===== src/rtl/second_order_allpass_filter_unit_assert.svh =====
// ----------------------------------------------------------------------------
// Assertion macros for the second-order allpass filter unit.
// Both macros expect clk and rst_n in the scope where they are used.
// ----------------------------------------------------------------------------
`ifndef SECOND_ORDER_ALLPASS_FILTER_UNIT_ASSERT_SVH
`define SECOND_ORDER_ALLPASS_FILTER_UNIT_ASSERT_SVH

// The consequent must hold in the same cycle as the antecedent.
`define SOPAF_ASSERT_SAME(name, ante, cons, msg) \
    name: assert property (@(posedge clk) disable iff (!rst_n) (ante) |-> (cons)) \
        else $error(msg);

// The consequent must hold in the cycle after the antecedent.
`define SOPAF_ASSERT_NEXT(name, ante, cons, msg) \
    name: assert property (@(posedge clk) disable iff (!rst_n) (ante) |=> (cons)) \
        else $error(msg);

`endif


===== src/rtl/sopaf_pkg.sv =====
// ----------------------------------------------------------------------------
// sopaf_pkg
// Widths, history record and register codes shared by the allpass filter.
// ----------------------------------------------------------------------------
`default_nettype none

package sopaf_pkg;

    localparam int SAMPLE_W   = 24;
    localparam int CH_W       = 3;
    localparam int COEF_W     = 18;
    localparam int DIFF_W     = SAMPLE_W + 1;
    localparam int PROD_W     = COEF_W + DIFF_W;
    localparam int ACC_W      = PROD_W + 2;
    localparam int FRAC_SHIFT = 16;
    localparam int CFG_IDX_W  = 1;

    typedef logic signed [SAMPLE_W-1:0] sample_t;
    typedef logic signed [COEF_W-1:0]   coef_t;
    typedef logic signed [PROD_W-1:0]   prod_t;
    typedef logic [CH_W-1:0]            chan_t;

    typedef enum logic [CFG_IDX_W-1:0] {
        CFG_COEF_ONE = 1'b0,
        CFG_COEF_TWO = 1'b1
    } cfg_idx_t;

    // One channel's delay lines: x1/y1 are the most recent input/output.
    typedef struct packed {
        sample_t x1;
        sample_t x2;
        sample_t x3;
        sample_t x4;
        sample_t y1;
        sample_t y2;
        sample_t y3;
        sample_t y4;
    } hist_t;

    // A candidate history entry that is still in flight.
    typedef struct packed {
        logic  live;
        chan_t ch;
        hist_t hist;
    } fwd_src_t;

endpackage

`default_nettype wire


===== src/rtl/sopaf_cfg_if.sv =====
// ----------------------------------------------------------------------------
// sopaf_cfg_if
// Register write channel: register index and write data.
// ----------------------------------------------------------------------------
`default_nettype none

interface sopaf_cfg_if import sopaf_pkg::*; ();

    logic     valid;
    logic     ready;
    cfg_idx_t index;
    coef_t    data;

    modport source (output valid, output index, output data, input ready);
    modport sink   (input valid, input index, input data, output ready);

endinterface

`default_nettype wire


===== src/rtl/sopaf_in_if.sv =====
// ----------------------------------------------------------------------------
// sopaf_in_if
// Input sample channel: one sample and its channel number per word.
// ----------------------------------------------------------------------------
`default_nettype none

interface sopaf_in_if import sopaf_pkg::*; ();

    logic    valid;
    logic    ready;
    sample_t sample_in;
    chan_t   channel_in;

    modport source (output valid, output sample_in, output channel_in, input ready);
    modport sink   (input valid, input sample_in, input channel_in, output ready);

endinterface

`default_nettype wire


===== src/rtl/sopaf_out_if.sv =====
// ----------------------------------------------------------------------------
// sopaf_out_if
// Result channel: one filtered sample and its channel number per word.
// ----------------------------------------------------------------------------
`default_nettype none

interface sopaf_out_if import sopaf_pkg::*; ();

    logic    valid;
    logic    ready;
    sample_t sample_out;
    chan_t   channel_out;

    modport source (output valid, output sample_out, output channel_out, input ready);
    modport sink   (input valid, input sample_out, input channel_out, output ready);

endinterface

`default_nettype wire


===== src/rtl/sopaf_hist_mem.sv =====
// ----------------------------------------------------------------------------
// sopaf_hist_mem
// Per-channel history memory, one read and one write port, registered read.
// Entries never written since reset read as zero through per-entry valid bits.
// ----------------------------------------------------------------------------
`default_nettype none

module sopaf_hist_mem import sopaf_pkg::*; #(
    parameter int DEPTH  = 8,
    parameter int ADDR_W = 3
) (
    input  logic              clk,
    input  logic              rst_n,
    input  logic              ren,
    input  logic [ADDR_W-1:0] raddr,
    output hist_t             rdata,
    input  logic              we,
    input  logic [ADDR_W-1:0] waddr,
    input  hist_t             wdata
);

    hist_t mem_reg [DEPTH];
    logic  vld_reg [DEPTH];
    hist_t rd_data_reg;
    logic  rd_vld_reg;

    always_ff @(posedge clk)
    begin
        if (we)
        begin
            mem_reg[waddr] <= wdata;
        end
        if (ren)
        begin
            rd_data_reg <= mem_reg[raddr];
        end
    end

    always_ff @(posedge clk or negedge rst_n)
    begin
        if (!rst_n)
        begin
            for (int i = 0; i < DEPTH; i++)
            begin
                vld_reg[i] <= 1'b0;
            end
            rd_vld_reg <= 1'b0;
        end
        else
        begin
            if (we)
            begin
                vld_reg[waddr] <= 1'b1;
            end
            if (ren)
            begin
                rd_vld_reg <= vld_reg[raddr];
            end
        end
    end

    assign rdata = rd_vld_reg ? rd_data_reg : '0;

endmodule

`default_nettype wire


===== src/rtl/sopaf_fwd.sv =====
// ----------------------------------------------------------------------------
// sopaf_fwd
// Picks the newest copy of a channel's history: the entry about to be
// written, the entry written at the edge of the memory read, or memory data.
// ----------------------------------------------------------------------------
`default_nettype none

module sopaf_fwd import sopaf_pkg::*; (
    input  chan_t    ch,
    input  hist_t    mem_hist,
    input  fwd_src_t late_src,
    input  fwd_src_t wb_src,
    output hist_t    hist
);

    logic late_hit;
    logic wb_hit;

    assign late_hit = late_src.live && (late_src.ch == ch);
    assign wb_hit   = wb_src.live && (wb_src.ch == ch);

    always_comb
    begin
        if (late_hit)
        begin
            hist = late_src.hist;
        end
        else if (wb_hit)
        begin
            hist = wb_src.hist;
        end
        else
        begin
            hist = mem_hist;
        end
    end

endmodule

`default_nettype wire


===== src/rtl/sopaf_round_sat.sv =====
// ----------------------------------------------------------------------------
// sopaf_round_sat
// Final sum of the two products and the aligned fourth past input, rounded
// to nearest (ties upward) and saturated to the sample range.
// ----------------------------------------------------------------------------
`default_nettype none

module sopaf_round_sat import sopaf_pkg::*; (
    input  prod_t   prod_one,
    input  prod_t   prod_two,
    input  sample_t x_four,
    output sample_t y
);

    localparam int SCALED_W = ACC_W - FRAC_SHIFT;
    localparam int SAT_HI   = 2 ** (SAMPLE_W - 1) - 1;
    localparam int SAT_LO   = -(2 ** (SAMPLE_W - 1));
    localparam int BIAS     = 2 ** (FRAC_SHIFT - 1);

    logic signed [ACC_W-1:0]    acc;
    logic signed [SCALED_W-1:0] scaled;

    assign acc = ACC_W'(prod_one) + ACC_W'(prod_two)
               + (ACC_W'(x_four) <<< FRAC_SHIFT) + ACC_W'(BIAS);

    // Dropping the low bits of a two's complement value is a floor.
    assign scaled = acc[ACC_W-1:FRAC_SHIFT];

    always_comb
    begin
        if (scaled > SCALED_W'(SAT_HI))
        begin
            y = SAMPLE_W'(SAT_HI);
        end
        else if (scaled < SCALED_W'(SAT_LO))
        begin
            y = SAMPLE_W'(SAT_LO);
        end
        else
        begin
            y = scaled[SAMPLE_W-1:0];
        end
    end

endmodule

`default_nettype wire


===== src/rtl/second_order_allpass_filter_unit.sv =====
// ----------------------------------------------------------------------------
// second_order_allpass_filter_unit
// Multichannel second-order allpass filter in delayed form; channel history
// is kept in one memory and updated by read, modify and write back.
// ----------------------------------------------------------------------------
//  channel       role    word                              accepted when
//  cfg           sink    index, data (coefficient)         valid && ready
//  sample_chan   sink    sample_in, channel_in             valid && ready
//  result_chan   source  sample_out, channel_out           valid && ready
//
//  One sample per cycle while no result word waits; a result word is
//  registered after its sample has passed stages s1, s2 and s3.
//  The memory read is issued from stage s1 after acceptance; the multipliers and
//  the round/saturate stage follow, and write-back coincides with the result.
//  History of an in-flight sample of the same channel is forwarded.
//  Reset clears history through per-channel valid bits; no clearing pass.
//  When a result word waits, the whole pipeline and sample_chan.ready hold.
// ----------------------------------------------------------------------------
`default_nettype none

`include "second_order_allpass_filter_unit_assert.svh"

module second_order_allpass_filter_unit import sopaf_pkg::*; #(
    parameter int NUM_CHANNELS = 8
) (
    input  logic        clk,
    input  logic        rst_n,
    sopaf_cfg_if.sink   cfg,
    sopaf_in_if.sink    sample_chan,
    sopaf_out_if.source result_chan
);

    localparam int ADDR_W = (NUM_CHANNELS > 1) ? $clog2(NUM_CHANNELS) : 1;

    logic    advance;
    coef_t   coef_one_reg;
    coef_t   coef_two_reg;

    logic    s1_valid_reg;
    sample_t s1_x_reg;
    chan_t   s1_ch_reg;
    logic    s1_ok_reg;

    logic    s2_valid_reg;
    sample_t s2_x_reg;
    chan_t   s2_ch_reg;
    logic    s2_ok_reg;

    logic    s3_valid_reg;
    chan_t   s3_ch_reg;
    logic    s3_ok_reg;
    prod_t   s3_p1_reg;
    prod_t   s3_p2_reg;
    sample_t s3_x4_reg;
    hist_t   s3_hist_reg;

    logic    out_valid_reg;
    sample_t out_sample_reg;
    chan_t   out_ch_reg;

    logic    wb_valid_reg;
    chan_t   wb_ch_reg;
    hist_t   wb_hist_reg;

    hist_t   mem_hist;
    hist_t   s2_hist;
    hist_t   s3_hist_next;
    hist_t   s3_entry;
    fwd_src_t late_src;
    fwd_src_t wb_src;
    logic signed [DIFF_W-1:0] d_one;
    logic signed [DIFF_W-1:0] d_two;
    prod_t   p1_next;
    prod_t   p2_next;
    sample_t y_s3;
    logic    mem_we;

    assign advance           = !out_valid_reg || result_chan.ready;
    assign sample_chan.ready = advance;
    assign cfg.ready         = 1'b1;

    always_ff @(posedge clk or negedge rst_n)
    begin
        if (!rst_n)
        begin
            coef_one_reg <= '0;
            coef_two_reg <= '0;
        end
        else if (cfg.valid && cfg.ready)
        begin
            case (cfg.index)
                CFG_COEF_ONE: coef_one_reg <= cfg.data;
                CFG_COEF_TWO: coef_two_reg <= cfg.data;
                default:      coef_one_reg <= coef_one_reg;
            endcase
        end
    end

    always_ff @(posedge clk or negedge rst_n)
    begin
        if (!rst_n)
        begin
            s1_valid_reg  <= 1'b0;
            s2_valid_reg  <= 1'b0;
            s3_valid_reg  <= 1'b0;
            out_valid_reg <= 1'b0;
            wb_valid_reg  <= 1'b0;
        end
        else if (advance)
        begin
            s1_valid_reg  <= sample_chan.valid;
            s2_valid_reg  <= s1_valid_reg;
            s3_valid_reg  <= s2_valid_reg;
            out_valid_reg <= s3_valid_reg;
            wb_valid_reg  <= s3_valid_reg && s3_ok_reg;
        end
    end

    always_ff @(posedge clk)
    begin
        if (advance)
        begin
            s1_x_reg       <= sample_chan.sample_in;
            s1_ch_reg      <= sample_chan.channel_in;
            s1_ok_reg      <= 32'(sample_chan.channel_in) < NUM_CHANNELS;
            s2_x_reg       <= s1_x_reg;
            s2_ch_reg      <= s1_ch_reg;
            s2_ok_reg      <= s1_ok_reg;
            s3_ch_reg      <= s2_ch_reg;
            s3_ok_reg      <= s2_ok_reg;
            s3_p1_reg      <= p1_next;
            s3_p2_reg      <= p2_next;
            s3_x4_reg      <= s2_hist.x4;
            s3_hist_reg    <= s3_hist_next;
            out_sample_reg <= s3_ok_reg ? y_s3 : '0;
            out_ch_reg     <= s3_ch_reg;
            wb_ch_reg      <= s3_ch_reg;
            wb_hist_reg    <= s3_entry;
        end
    end

    assign mem_we = advance && s3_valid_reg && s3_ok_reg;

    sopaf_hist_mem #(
        .DEPTH  (NUM_CHANNELS),
        .ADDR_W (ADDR_W)
    ) u_hist_mem (
        .clk   (clk),
        .rst_n (rst_n),
        .ren   (advance),
        .raddr (ADDR_W'(s1_ch_reg)),
        .rdata (mem_hist),
        .we    (mem_we),
        .waddr (ADDR_W'(s3_ch_reg)),
        .wdata (s3_entry)
    );

    // The entry in the last stage gets its newest output once it is rounded.
    always_comb
    begin
        s3_entry    = s3_hist_reg;
        s3_entry.y1 = y_s3;
    end

    // The memory read missed both the entry being finished and the one
    // written at the same edge as the read.
    assign late_src = '{live: s3_valid_reg && s3_ok_reg, ch: s3_ch_reg, hist: s3_entry};
    assign wb_src   = '{live: wb_valid_reg, ch: wb_ch_reg, hist: wb_hist_reg};

    sopaf_fwd u_fwd (
        .ch       (s2_ch_reg),
        .mem_hist (mem_hist),
        .late_src (late_src),
        .wb_src   (wb_src),
        .hist     (s2_hist)
    );

    assign d_one   = DIFF_W'(s2_hist.x2) - DIFF_W'(s2_hist.y2);
    assign d_two   = DIFF_W'(s2_x_reg) - DIFF_W'(s2_hist.y4);
    assign p1_next = PROD_W'(coef_one_reg) * PROD_W'(d_one);
    assign p2_next = PROD_W'(coef_two_reg) * PROD_W'(d_two);

    always_comb
    begin
        s3_hist_next.x1 = s2_x_reg;
        s3_hist_next.x2 = s2_hist.x1;
        s3_hist_next.x3 = s2_hist.x2;
        s3_hist_next.x4 = s2_hist.x3;
        s3_hist_next.y1 = '0;
        s3_hist_next.y2 = s2_hist.y1;
        s3_hist_next.y3 = s2_hist.y2;
        s3_hist_next.y4 = s2_hist.y3;
    end

    sopaf_round_sat u_round_sat (
        .prod_one (s3_p1_reg),
        .prod_two (s3_p2_reg),
        .x_four   (s3_x4_reg),
        .y        (y_s3)
    );

    assign result_chan.valid       = out_valid_reg;
    assign result_chan.sample_out  = out_sample_reg;
    assign result_chan.channel_out = out_ch_reg;

    `SOPAF_ASSERT_NEXT(a_accept_enters, sample_chan.valid && sample_chan.ready, s1_valid_reg, "accepted word did not enter the pipeline")
    `SOPAF_ASSERT_NEXT(a_last_stage_out, advance && s3_valid_reg, out_valid_reg && (out_ch_reg == $past(s3_ch_reg)), "finished word was not presented")
    `SOPAF_ASSERT_SAME(a_bad_chan_zero, result_chan.valid && (32'(result_chan.channel_out) >= NUM_CHANNELS), result_chan.sample_out == '0, "unknown channel gave a nonzero sample")
    `SOPAF_ASSERT_NEXT(a_write_tracked, mem_we, wb_valid_reg && (wb_ch_reg == $past(s3_ch_reg)), "write-back entry not kept for forwarding")

endmodule

`default_nettype wire

===== src/flat_wrapper.sv =====
// flat-port wrapper written by rule: the top's interface ports become plain ports
module second_order_allpass_filter_unit_flat import sopaf_pkg::*;
#(
    parameter int NUM_CHANNELS = 8
)
  (clk, rst_n, cfg_valid, cfg_index, cfg_data, cfg_ready, sample_chan_valid, sample_chan_sample_in, sample_chan_channel_in, sample_chan_ready, result_chan_valid, result_chan_sample_out, result_chan_channel_out, result_chan_ready);
  sopaf_cfg_if cfg_i ();
  sopaf_in_if sample_chan_i ();
  sopaf_out_if result_chan_i ();
  input  logic clk;
  input  logic rst_n;
  input wire logic [$bits(cfg_i.valid)-1:0] cfg_valid;
  input wire logic [$bits(cfg_i.index)-1:0] cfg_index;
  input wire logic [$bits(cfg_i.data)-1:0] cfg_data;
  output wire logic [$bits(cfg_i.ready)-1:0] cfg_ready;
  input wire logic [$bits(sample_chan_i.valid)-1:0] sample_chan_valid;
  input wire logic [$bits(sample_chan_i.sample_in)-1:0] sample_chan_sample_in;
  input wire logic [$bits(sample_chan_i.channel_in)-1:0] sample_chan_channel_in;
  output wire logic [$bits(sample_chan_i.ready)-1:0] sample_chan_ready;
  output wire logic [$bits(result_chan_i.valid)-1:0] result_chan_valid;
  output wire logic [$bits(result_chan_i.sample_out)-1:0] result_chan_sample_out;
  output wire logic [$bits(result_chan_i.channel_out)-1:0] result_chan_channel_out;
  input wire logic [$bits(result_chan_i.ready)-1:0] result_chan_ready;
  assign cfg_i.valid = cfg_valid;
  assign cfg_i.index = cfg_index;
  assign cfg_i.data = cfg_data;
  assign cfg_ready = cfg_i.ready;
  assign sample_chan_i.valid = sample_chan_valid;
  assign sample_chan_i.sample_in = sample_chan_sample_in;
  assign sample_chan_i.channel_in = sample_chan_channel_in;
  assign sample_chan_ready = sample_chan_i.ready;
  assign result_chan_valid = result_chan_i.valid;
  assign result_chan_sample_out = result_chan_i.sample_out;
  assign result_chan_channel_out = result_chan_i.channel_out;
  assign result_chan_i.ready = result_chan_ready;
  second_order_allpass_filter_unit #(.NUM_CHANNELS(NUM_CHANNELS)) u_core (.clk(clk), .rst_n(rst_n), .cfg(cfg_i), .sample_chan(sample_chan_i), .result_chan(result_chan_i));
endmodule

===== config.mk =====
export PLATFORM = sky130hd
export DESIGN_NAME = second_order_allpass_filter_unit_flat
export DESIGN_NICKNAME = d
export VERILOG_FILES = /design/src/rtl/sopaf_pkg.sv /design/src/rtl/sopaf_cfg_if.sv /design/src/rtl/sopaf_in_if.sv /design/src/rtl/sopaf_out_if.sv /design/src/rtl/sopaf_hist_mem.sv /design/src/rtl/sopaf_fwd.sv /design/src/rtl/sopaf_round_sat.sv /design/src/rtl/second_order_allpass_filter_unit.sv /design/src/flat_wrapper.sv
export VERILOG_INCLUDE_DIRS = /design/src /design/src/rtl
export SDC_FILE = /design/constraint.sdc
export NUM_CORES = 2
export LEC_CHECK = 0
export BUFFER_PORTS_ARGS = -buffer_cell sky130_fd_sc_hd__buf_2
export CORE_MARGIN = 1.5
export CORE_UTILIZATION = 35
export DETAILED_ROUTE_END_ITERATION = 10
export PLACE_DENSITY = 0.49
export SYNTH_ARGS = -nofsm -noshare
export SYNTH_HDL_FRONTEND = slang
export SYNTH_SLANG_ARGS = --single-unit

===== constraint.sdc =====
create_clock -name clk -period 53.9 [get_ports clk]
set_input_delay 2.695 -clock clk [delete_from_list [all_inputs] [get_ports clk]]
set_output_delay 2.695 -clock clk [all_outputs]
set_load 0.05 [all_outputs]

==> results.json <==
{
  "status": "complete, no violations",
  "grt-ovfl-total": 0,
  "yosys-top-cells-count": "edfxtp_1, inv_1, fa_1",
  "row_count": 216,
  "relSlewSlack": 0.119,
  "rsz0062_at_grt": "no",
  "avgSynthCellArea_sq_um": 14.9,
  "criticalPathCategory": "flip-flop to flip-flop",
  "place_ws_ns": 41.05,
  "fmax_ghz": 0.0770,
  "yosysWarnings": 0,
  "ios": 81,
  "crit_end": "u_core.s3_p1_reg[42]",
  "dr_total_vias": 66682,
  "fin_util": 0.393,
  "largest_register_ffs": 1536,
  "worst_setup_path_end_kind": "flip-flop",
  "ys_top_cells_by_area": "edfxtp_1, fa_1, mux4_2, inv_1, ha_1",
  "nets": 9540,
  "first_pass_iters": 7,
  "worstMarginPinSlew_ns": 1.31,
  "die_area_sq_um": 352000,
  "ys_types": 75,
  "crit_path_frequent_cell": "fa_1",
  "dieWidth_microns": 593,
  "hold_buffers": 0,
  "finalHoldViolations": 0,
  "grt_pass1_vias": 71853,
  "rr_startpoint": "u_core.s2_ch_reg[2]",
  "setup-violations-final": 0,
  "cp-startpoint": "u_core.s2_ch_reg[2]",
  "yosysSeqAreaShare": 0.566,
  "start_util": 0.352,
  "drtAntennaViolNets": 0,
  "place_congestion": 0.816,
  "synth_seq_cells": 2307,
  "clk_pin_slew_worst_paths_ns": 0.06,
  "worst-path-buf-inv": 5,
  "hold_path_class": "flip-flop to flip-flop",
  "antenna_found_initial": 22,
  "cp_max_fo": 40,
  "fin_cells": 13041,
  "crit_cells": 40,
  "synthArstFlopShare": 0.0212,
  "routed_wl_microns": 333000,
  "routedWlPerCell_microns": 25.5,
  "period_minus_slack_ns": 12.98,
  "drc": 0,
  "slowest_delay_ns": 0.93,
  "via_per_inst": 5.11,
  "clk_latency_ns": 0.92,
  "cts_made_buffers": 241,
  "finalSetupTns_ns": 0,
  "cts_tree": "done",
  "grt_usage": 0.190,
  "cts.sinks": 2307,
  "synth_area_sq_um": 122000,
  "grt_start_max_net_pins": 133,
  "placedCellCount": 12594,
  "worstHoldStart": "u_core.s1_x_reg[17]",
  "die_y_microns": 593,
  "worst_path_max_delay_cell": "o22ai_2",
  "root_buffer": "clkbuf_16",
  "grt_pass1_wl_microns": 491000,
  "r2r_setup_slack_ns": 40.92,
  "synth_ff_type": "edfxtp_1",
  "htreeDepth": 4,
  "cts_setup_buffers": 0,
  "fin_crit_sh": 0.241,
  "ctsLongestPathBuffers": 4,
  "synth_top_area_frac": 0.556,
  "synth_edf_count": 2258,
  "first_iter_violations": 4954,
  "dp_hpwl_microns": 214000,
  "drive_above_1_share": 0.152,
  "start_kind": "flip-flop",
  "maxCapViolations": 0,
  "slew_viol_final": 0,
  "synth_top_cell_by_area": "edfxtp_1",
  "finClkSkew_ns": 0.0922,
  "core_sq_um": 346000,
  "worst-r2r-cell-count": 40,
  "setup_ws_ns": 40.92,
  "required_ns": 54.49,
  "synth.most_common_cell": "edfxtp_1",
  "portBuffers": 79,
  "area_growth_pct": 11.6,
  "syn_inst": 8153,
  "ctsResizeCount": 0,
  "reg2reg_to": "u_core.s3_p1_reg[42]",
  "critPathArrivalTime_ns": 13.57,
  "crit_family": "compound AO/OA/AOI/OAI gates",
  "syn_nets": 9434
}
-- cell type report --
class / instances / area, sq um
Tap cell: 4578 / 5730
Timing Repair Buffer: 253 / 1800
Antenna cell: 8 / 20.0
Inverter: 1065 / 4000
Fill cell: 32158 / 210000
Multi-Input combinational cell: 4391 / 47500
Sequential cell: 2307 / 69000
Clock buffer: 281 / 6340
Clock inverter: 158 / 1540
-- metal layers --
| metal | GRT usage | wire length (microns) | part of all wire | vias up |
|---|---|---|---|---|
| li1 | - | - | - | 28793 |
| met1 | 0.257 | 145000 | 0.44 | 35902 |
| met2 | 0.330 | 166000 | 0.50 | 1616 |
| met3 | 0.0219 | 15100 | 0.045 | 371 |
| met4 | 0.0398 | 6530 | 0.020 | 0 |
| met5 | 0 | 0 | 0 | - |
-- kinds of logic after synthesis --
family,count (synthesis),synth area share
compound gates,634,0.0334
simple gates,1753,0.0676
buf+inv,1455,0.0461
other cells,1,0.0000308
fa+ha+maj,1230,0.182
xor+xnor,153,0.0111
flops,2307,0.566
mux,620,0.0929
-- worst min path at each step --
stage,cells past startpoint,slack [ns],to
floorplan,0,0.40,u_core.s2_x_reg[0]
global placement,0,0.40,u_core.s2_x_reg[5]
detailed placement,0,0.41,u_core.s2_x_reg[22]
CTS,0,0.42,u_core.s2_x_reg[6]
global route,0,0.42,u_core.s2_x_reg[5]
finish,0,0.42,u_core.s2_x_reg[17]
-- metrics by stage --
stage	hold WS, ns	cell area, sq um
floorplan	0.400	122000
global placement	0.401	128000
detailed placement	0.405	128000
CTS	0.420	136000
global route	0.422	136000
finish	0.417	136000
-- cells in the final DEF, fill, tap and decap left out, types with 27 or more instances in the layout --
cell       instances
mux4_2           386
o21ai_0           49
a21o_1            88
xor2_1            35
nor2b_1           65
buf_4            166
clkbuf_16        245
edfxtp_1        2258
buf_2             79
clkbuf_1          29
a211oi_1          29
inv_1           1065
bufinv_16         27
and3_1            57
mux2_2           231
clkinv_1          63
xnor2_1           99
and2_1           348
ha_1             319
clkinv_2          39
a31oi_1          158
fa_1             911
dfrtp_1           47
nand3_1          172
nor2_1           271
a21oi_1          191
nand2_1          726
nand2b_1          29
-- worst reg2reg max path: cells and delay by family, from the launching register on --
family | cells | cell delay, ns
AOI/OAI and AO/OA | 19 | 5.16
buffers and inverters | 5 | 1.55
DFF | 1 | 0.45
xor gates and xnor gates | 2 | 0.38
adders and majority gates | 8 | 4.01
and+or+nand+nor | 6 | 1.18
Power is not shown: default switching activity piles up to over one toggle a cycle in this logic, so the estimate is an artifact.
